`src/hdl/hdmbc_pkg.sv`:
```
package hdmbc_pkg;

   // cache geometry
   localparam int ENTRIES      = 256;
   localparam int IDX_W        = $clog2(ENTRIES);
   localparam int BLOCK_PIXELS = 64;
   localparam int SLOT_W       = 6;
   localparam int CNT_W        = SLOT_W + 1;
   localparam int WORD_W       = 32;
   localparam int KEY_W        = 3 * WORD_W;
   localparam int TOTAL_W      = 64;
   localparam int PIX_DEPTH    = ENTRIES * BLOCK_PIXELS;
   localparam int PIX_AW       = IDX_W + SLOT_W;

   localparam logic [CNT_W-1:0]  CNT_FULL  = CNT_W'(BLOCK_PIXELS);
   localparam logic [SLOT_W-1:0] LAST_SLOT = SLOT_W'(BLOCK_PIXELS - 1);

   // hash multipliers
   localparam logic [WORD_W-1:0] HASH_MUL_GLYPH = 32'd1103515243;
   localparam logic [WORD_W-1:0] HASH_MUL_FORE  = 32'd101511;
   localparam logic [WORD_W-1:0] HASH_MUL_BACK  = 32'd3571;

   // h mod ENTRIES by reciprocal: q = (h * floor(2^32/N)) >> 32 is low by at most one
   localparam logic [WORD_W-1:0] ENTRIES_W = WORD_W'(ENTRIES);
   localparam logic [63:0]       MOD_RECIP = 64'h1_0000_0000 / 64'(ENTRIES);

   typedef enum logic [1:0] {
      MODE_LOOKUP = 2'd0,
      MODE_LOAD   = 2'd1,
      MODE_COMMIT = 2'd2,
      MODE_CLEAR  = 2'd3
   } mode_type;

   typedef enum logic [2:0] {
      ST_IDLE,
      ST_HASH,
      ST_DECIDE,
      ST_COMMIT,
      ST_STREAM,
      ST_COPY
   } state_type;

   // memory port requests from the controller to the store
   typedef struct packed {
      logic                 key_rd_en;
      logic                 key_wr_en;
      logic [IDX_W-1:0]     key_idx;
      logic [KEY_W-1:0]     key_wdata;
      logic                 pix_rd_en;
      logic                 pix_wr_en;
      logic [PIX_AW-1:0]    pix_addr;
      logic [WORD_W-1:0]    pix_wdata;
      logic                 stg_rd_en;
      logic                 stg_wr_en;
      logic [SLOT_W-1:0]    stg_addr;
      logic [WORD_W-1:0]    stg_wdata;
   } store_req_type;

endpackage

```
`src/hdl/hdmbc_hash.sv`:
```
module hdmbc_hash (
   input  logic                         clock,
   input  logic                         reset,
   input  logic                         in_valid,
   input  logic [hdmbc_pkg::WORD_W-1:0] glyph_code,
   input  logic [hdmbc_pkg::WORD_W-1:0] fore_color,
   input  logic [hdmbc_pkg::WORD_W-1:0] back_color,
   output logic                         out_valid,
   output logic [hdmbc_pkg::IDX_W-1:0]  index
);
   import hdmbc_pkg::*;

   localparam int STAGES = 5;

   logic [STAGES-1:0] vld_ff, vld_in;
   logic [WORD_W-1:0] prod_g_ff, prod_g_in;
   logic [WORD_W-1:0] prod_f_ff, prod_f_in;
   logic [WORD_W-1:0] prod_b_ff, prod_b_in;
   logic [WORD_W-1:0] hash_ff, hash_in;
   logic [WORD_W-1:0] hash3_ff, hash3_in;
   logic [WORD_W-1:0] quot_ff, quot_in;
   logic [WORD_W-1:0] rem_ff, rem_in;
   logic [IDX_W-1:0]  index_ff, index_in;
   logic [63:0]       recip_prod;
   logic [WORD_W-1:0] rem_fix;

   always_comb begin
      vld_in     = {vld_ff[STAGES-2:0], in_valid};
      // stage 1: three constant products, mod 2^32
      prod_g_in  = glyph_code * HASH_MUL_GLYPH;
      prod_f_in  = fore_color * HASH_MUL_FORE;
      prod_b_in  = back_color * HASH_MUL_BACK;
      // stage 2: fold
      hash_in    = prod_g_ff ^ prod_f_ff ^ prod_b_ff;
      // stage 3: quotient estimate
      recip_prod = 64'(hash_ff) * MOD_RECIP;
      quot_in    = recip_prod[63:32];
      hash3_in   = hash_ff;
      // stage 4: remainder, below 2N
      rem_in     = hash3_ff - quot_ff * ENTRIES_W;
      // stage 5: one correction
      rem_fix    = (rem_ff >= ENTRIES_W) ? rem_ff - ENTRIES_W : rem_ff;
      index_in   = rem_fix[IDX_W-1:0];
   end

   always_ff @(posedge clock) begin
      if (reset) begin
         vld_ff <= '0;
      end else begin
         vld_ff <= vld_in;
      end
   end

   always_ff @(posedge clock) begin
      prod_g_ff <= prod_g_in;
      prod_f_ff <= prod_f_in;
      prod_b_ff <= prod_b_in;
      hash_ff   <= hash_in;
      hash3_ff  <= hash3_in;
      quot_ff   <= quot_in;
      rem_ff    <= rem_in;
      index_ff  <= index_in;
   end

   assign out_valid = vld_ff[STAGES-1];
   assign index     = index_ff;

endmodule

```
`config.mk`:
```
export PLATFORM = sky130hd
export DESIGN_NAME = hdmbc_hash
export DESIGN_NICKNAME = d
export VERILOG_FILES = /design/src/hdl/hdmbc_pkg.sv /design/src/hdl/hdmbc_hash.sv
export SDC_FILE = /design/constraint.sdc
export NUM_CORES = 1
export LEC_CHECK = 0
export BUFFER_PORTS_ARGS = -buffer_cell sky130_fd_sc_hd__buf_4
export CELL_PAD_IN_SITES_DETAIL_PLACEMENT = 1
export CELL_PAD_IN_SITES_GLOBAL_PLACEMENT = 1
export CORE_AREA = 3 3 140 74
export DETAILED_ROUTE_END_ITERATION = 6
export DIE_AREA = 0 0 143 77
export PLACE_DENSITY = 0.64
export SETUP_SLACK_MARGIN = 0.15
export SLEW_MARGIN = 20
export SYNTH_ARGS = -nofsm -noshare
export SYNTH_HDL_FRONTEND = slang
export SYNTH_SLANG_ARGS = --single-unit
```
`constraint.sdc`:
```
create_clock -name clock -period 4.5 [get_ports clock]
set_input_delay 0.225 -clock clock [delete_from_list [all_inputs] [get_ports clock]]
set_output_delay 0.225 -clock clock [all_outputs]
set_load 0.03 [all_outputs]
```
# ---- Word level (Yosys, flattened, before mapping)
# Index checks and enable logic that the tools add are counted.
dict set report word_totals {
  inputBits 99
  romBits 0
  latch_bits 0
  output_inout_bits 9
  reg_bits 229
  ram_bits 0
  n_memories 0
  word_cells 18
}
dict set report op_classes {
  n_div 0
  n_reduce_logical 0
  bitwise 2
  muxes 1
  shift 0
  n_eq_ne 0
  multipliers 3
  add_sub_neg 2
  magnitude_cmp 1
}
# cell n
set ops {}
lappend ops {{bitwise XOR 32 bit} 2}
lappend ops {{greater-or-equal comparator 32 x 9 -> 1 bit, second input constant} 1}
lappend ops {{multiplier 32 x 12 -> 32 bit, second input constant} 1}
lappend ops {{multiplier 32 x 17 -> 32 bit, second input constant} 1}
lappend ops {{multiplier 32 x 31 -> 32 bit, second input constant} 1}
lappend ops {{subtractor 32 bit} 1}
lappend ops {{two-way mux 8 bit} 1}
lappend ops {{subtractor 8 x 1 -> 8 bit, second input constant} 1}

# ---- Logic depth before layout (Yosys ltp)
dict set report depth {
  word_depth 2
  ltp_mapped 11
  ltp_nobuf 11
}

# ---- Worst setup path before layout
# Ideal clock, no wire load.
dict set report synth_timing {
  kind {input port to flip-flop}
  from {in glyph_code[3] (netlist name)}
  to {reg prod_g_ff[7]}
  path_slack_ns 1.836
  setup_ns 0.072
  path_stages 11
  required_time_ns 4.428
  arrival_ns 2.592
  n_path_buf 0
  path_cell_list {ha_1 > inv_1 > fa_1 > inv_1 > ha_1 > ha_1 > ha_1 > xor2_1 > xnor3_1 > xnor2_1 > xnor2_1}
}
dict set report synth_between {
  elab_chain_len 1
}
# element line
set synth_lines {}
lappend synth_lines {{from (decl)} hdmbc_hash.sv:5} ;# input logic [hdmbc_pkg::WORD_W-1:0] glyph_code,
lappend synth_lines {{multiplier 32 x 31 -> 32 bit} hdmbc_hash.sv:30} ;# prod_g_in = glyph_code * HASH_MUL_GLYPH;
lappend synth_lines {{net prod_g_in[7]} hdmbc_hash.sv:16} ;# logic [WORD_W-1:0] prod_g_ff, prod_g_in;
lappend synth_lines {{to (signal assigned)} hdmbc_hash.sv:55} ;# prod_g_ff <= prod_g_in;
lappend synth_lines {{to (decl)} hdmbc_hash.sv:16}
# The timed path passes the listed nets, and every way through them passes these cells.
# A chain may end at the register's enable or synchronous reset.

# ---- Final worst setup path
# Ends and elaborated chain as after synthesis.

==> impl_metrics.py <==
metrics = {
    "timing": {
        "relative_max_transition_margin_pct": 79.2,
        "totalNegativeSetupSlack_ns": 0,
        "finalCriticalPeriod_ns": 2.62,
        "worst-slew-pin-transition_ns": 0.309,
        "timing.fmax_mhz": 382,
        "worst_hold_slack_ns": 0.0485,
        "final_setup_violation_count": 0,
        "timing.final.crit_share_pct": 58.2,
        "clock-skew-final_ns": 0.00592,
        "final_hold_viol_count": 0,
        "grt_setup_unrepaired": "false",
        "timing_max_transition_violations_final": 0,
        "final_setup_slack_of_the_worst_path_ns": 1.88,
    },
    "setup_path": {
        "cpMostUsedCell": "ha_1",
        "worst-endpoint-required_ns": 4.74,
        "critPathSlowestCell": "fa_1",
        "setup.worst_path.class": "input pin to register",
        "crit_chain": "buf_4 > ha_1 > inv_1 > fa_1 > inv_1 > ha_1 > ha_1 > ha_1 > xor2_1 > xnor3_1 > xnor2_1 > xnor2_1",
        "reg2reg_to": "hash3_in[7]",
        "max_stage_delay_ns": 0.49,
        "worst-path-buf-inv": 3,
        "critPathLaunchType": "input pin",
        "reg2regPathDepth": 2,
        "cp_top_family": "adder cells",
        "worstPathMaxFanout": 3,
        "worstSetupEndpointType": "register",
        "timing.critical_path.depth": 12,
        "crit_start": "glyph_code[3]",
        "critPathCapture": "prod_g_ff[7]",
        "r2r_setup_slack_ns": 3.69,
        "worst_reg2reg_startpoint": "prod_g_ff[7]",
        "cp_data_arrival_time_ns": 2.87,
    },
    "route": {
        "first_iter_violations": 29,
        "detail_route.vias_per_cell": 3.90,
        "drt-total-wl_mm": 4.29,
        "drt_pre_antenna_iters": 3,
        "ant_nets": 0,
        "drcViolationCount": 0,
        "average_routed_wire_per_standard_cell_um": 11.0,
        "via_count": 1515,
    },
    "die": {
        "die_y_um": 77,
        "starting_density_pct": 29.8,
        "die-area_um2": 11000,
        "die_width_um": 143,
        "coreArea_um2": 9290,
        "boundaryPins": 108,
        "row_count": 25,
    },
    "layout": {
        "final_cell_count_without_fillers": 388,
        "area_growth_syn_to_layout_pct": 26.0,
        "diodes": 0,
        "final_nets": 429,
        "utilization_pct": 37.6,
        "fraction_of_layout_cells_with_a_size_suffix_above_1_pct": 18.4,
        "final_standard_cell_area_without_fillers_um2": 3490,
    },
    "yosys": {
        "largest_family_of_logic_cells_by_synthesized_area": "adder cells",
        "synth.yosys.warnings": 0,
        "fraction_of_synthesized_cell_area_in_xor_and_xnor_cells_pct": 15.3,
        "synth-compound-area-share_pct": 1.81,
        "post_synth_inst_count": 216,
        "ys_async_sr_fraction_pct": 0,
        "synth-seq-cells": 61,
        "synth-edff-count": 0,
        "library_cells_used_by_synthesis": 11,
        "yosysTopAreaCell": "dfxtp_1",
        "synth_area_leaders": "dfxtp_1 (44%), ha_1 (25%), xnor2_1 (12%)",
        "post_synthesis_adder_cell_area_fraction_pct": 33.9,
        "post_synth_instance_area_um2": 2770,
        "post_synth.cell_area_avg_um2": 12.8,
        "synthMuxAreaShare_pct": 0,
        "synth_seq_area_share_pct": 44.0,
        "synth_largest_type_area_fraction_pct": 44.0,
        "yosys.cell_count.top_type": "dfxtp_1",
        "synth_commonest_cells": "dfxtp_1 (61), ha_1 (56), xnor2_1 (38)",
        "synthSimpleGateAreaFrac_pct": 1.49,
        "synth_nets": 383,
        "top_reg_cell_synth": "dfxtp_1",
    },
    "clock_network": {
        "cts.htree.levels": 3,
        "hold_buffer_count_at_cts": 0,
        "cts_made_buffers": 9,
        "cts_resized": 0,
        "tritoncts_num_sinks": 61,
        "clkLatencyLatePin_ns": 0.31,
        "post-cts-setup-buffers": 0,
        "ctsLongestPathBuffers": 2,
        "clk_slew_on_worst_s_h_paths_ns": 0.05,
        "clock_tree.root_cell": "clkbuf_16",
        "tritoncts": "yes",
    },
    "placed_design": {
        "post_dp_hpwl_mm": 3.64,
        "numPortBuffers": 35,
        "globalplace.congestion": 0.730,
        "placedInstanceArea_um2": 3190,
        "setup_ws_pre_cts_ns": 1.52,
        "dpl.cell_count": 372,
    },
    "flow_run": {
        "cap_violations": 0,
    },
    "global_route": {
        "grt_start_max_net_pins": 11,
        "antenna_violations_before_repair": 0,
        "globalRoute.totalOverflow": 0,
        "grt_pass1_vias": 1716,
        "global_route_wire_length_before_repair_mm": 7.40,
        "grtUsageTotal_pct": 8.55,
    },
    "power": {
        "pwr_density_cell_nw_per_um2": 598,
        "total_leakage_power_nw": 1.68,
        "total_power_mw": 2.09,
        "vdd.ir_drop.worst_uv": 194,
    },
    "min_path": {
        "hold_path_startpoint": "glyph_code[0]",
        "hold_path.class": "input pin to register",
    },
    "status": {
        "status": "complete, no violations",
    },
}
[sequential cells by signal, summed over array words and instances, names as in the netlist]
| register | cells |
|---|---|
| hash3_in | 8 |
| vld_ff | 5 |
| prod_b_ff | 8 |
| prod_g_ff | 8 |
| prod_f_ff | 8 |
| index | 8 |
| hash3_ff | 8 |
| rem_ff | 8 |
[cell usage in the layout, fill, tap and decap left out, drive strengths merged]
| cell | instances |
|---|---|
| a21o | 4 |
| a21oi | 4 |
| buf | 35 |
| bufinv | 2 |
| clkbuf | 11 |
| clkinv | 3 |
| dfxtp | 61 |
| fa | 12 |
| ha | 56 |
| inv | 25 |
| nand2 | 1 |
| nor2b | 6 |
| xnor2 | 38 |
| xnor3 | 1 |
| xor2 | 8 |
[layer usage]
layer / GRT usage [%] / part of all wire, % / up-vias / routed length (um)
li1: - / - / 788 / -
met1: 9.73 / 46 / 703 / 1970
met2: 14.7 / 50 / 18 / 2140
met3: 3.18 / 3.0 / 6 / 130
met4: 3.13 / 1.2 / 0 / 50
met5: 0 / 0 / - / 0
[cell type report]
type	instances	area, um^2
repair buffers	35	263
clock inverters	5	75.1
clock buffers	11	233
flip-flops and latches	61	1220
multi-input cells	130	1460
fillers	977	5800
inverters	25	93.8
well taps	121	151
[where the power goes]
part / internal (mW) / switching, mW / leakage (nW) / total, mW
combinational: 0.291 / 0.292 / 1.02 / 0.583
clock: 0.480 / 0.213 / 0.153 / 0.693
sequential: 0.754 / 0.0586 / 0.513 / 0.812
total: 1.53 / 0.564 / 1.68 / 2.09
[worst min path at each step]
stage,to,cells past startpoint
after global routing,prod_g_ff[0],1
after detailed placement,rem_ff[1],0
after floorplan,prod_b_ff[0],0
final,prod_g_ff[0],1
after global placement,hash3_ff[7],0
after CTS,prod_g_ff[0],1
[logic make-up (layout without fill, tap and decap cells)]
group,Yosys count,count (layout)
adder cells (fa/ha/maj),68,68
flip-flops,61,61
XOR/XNOR,47,47
buffers and inverters,25,76
AO/OA/AOI/OAI,8,8
AND/OR/NAND/NOR,7,7
Power figures use the tool's default switching activity.
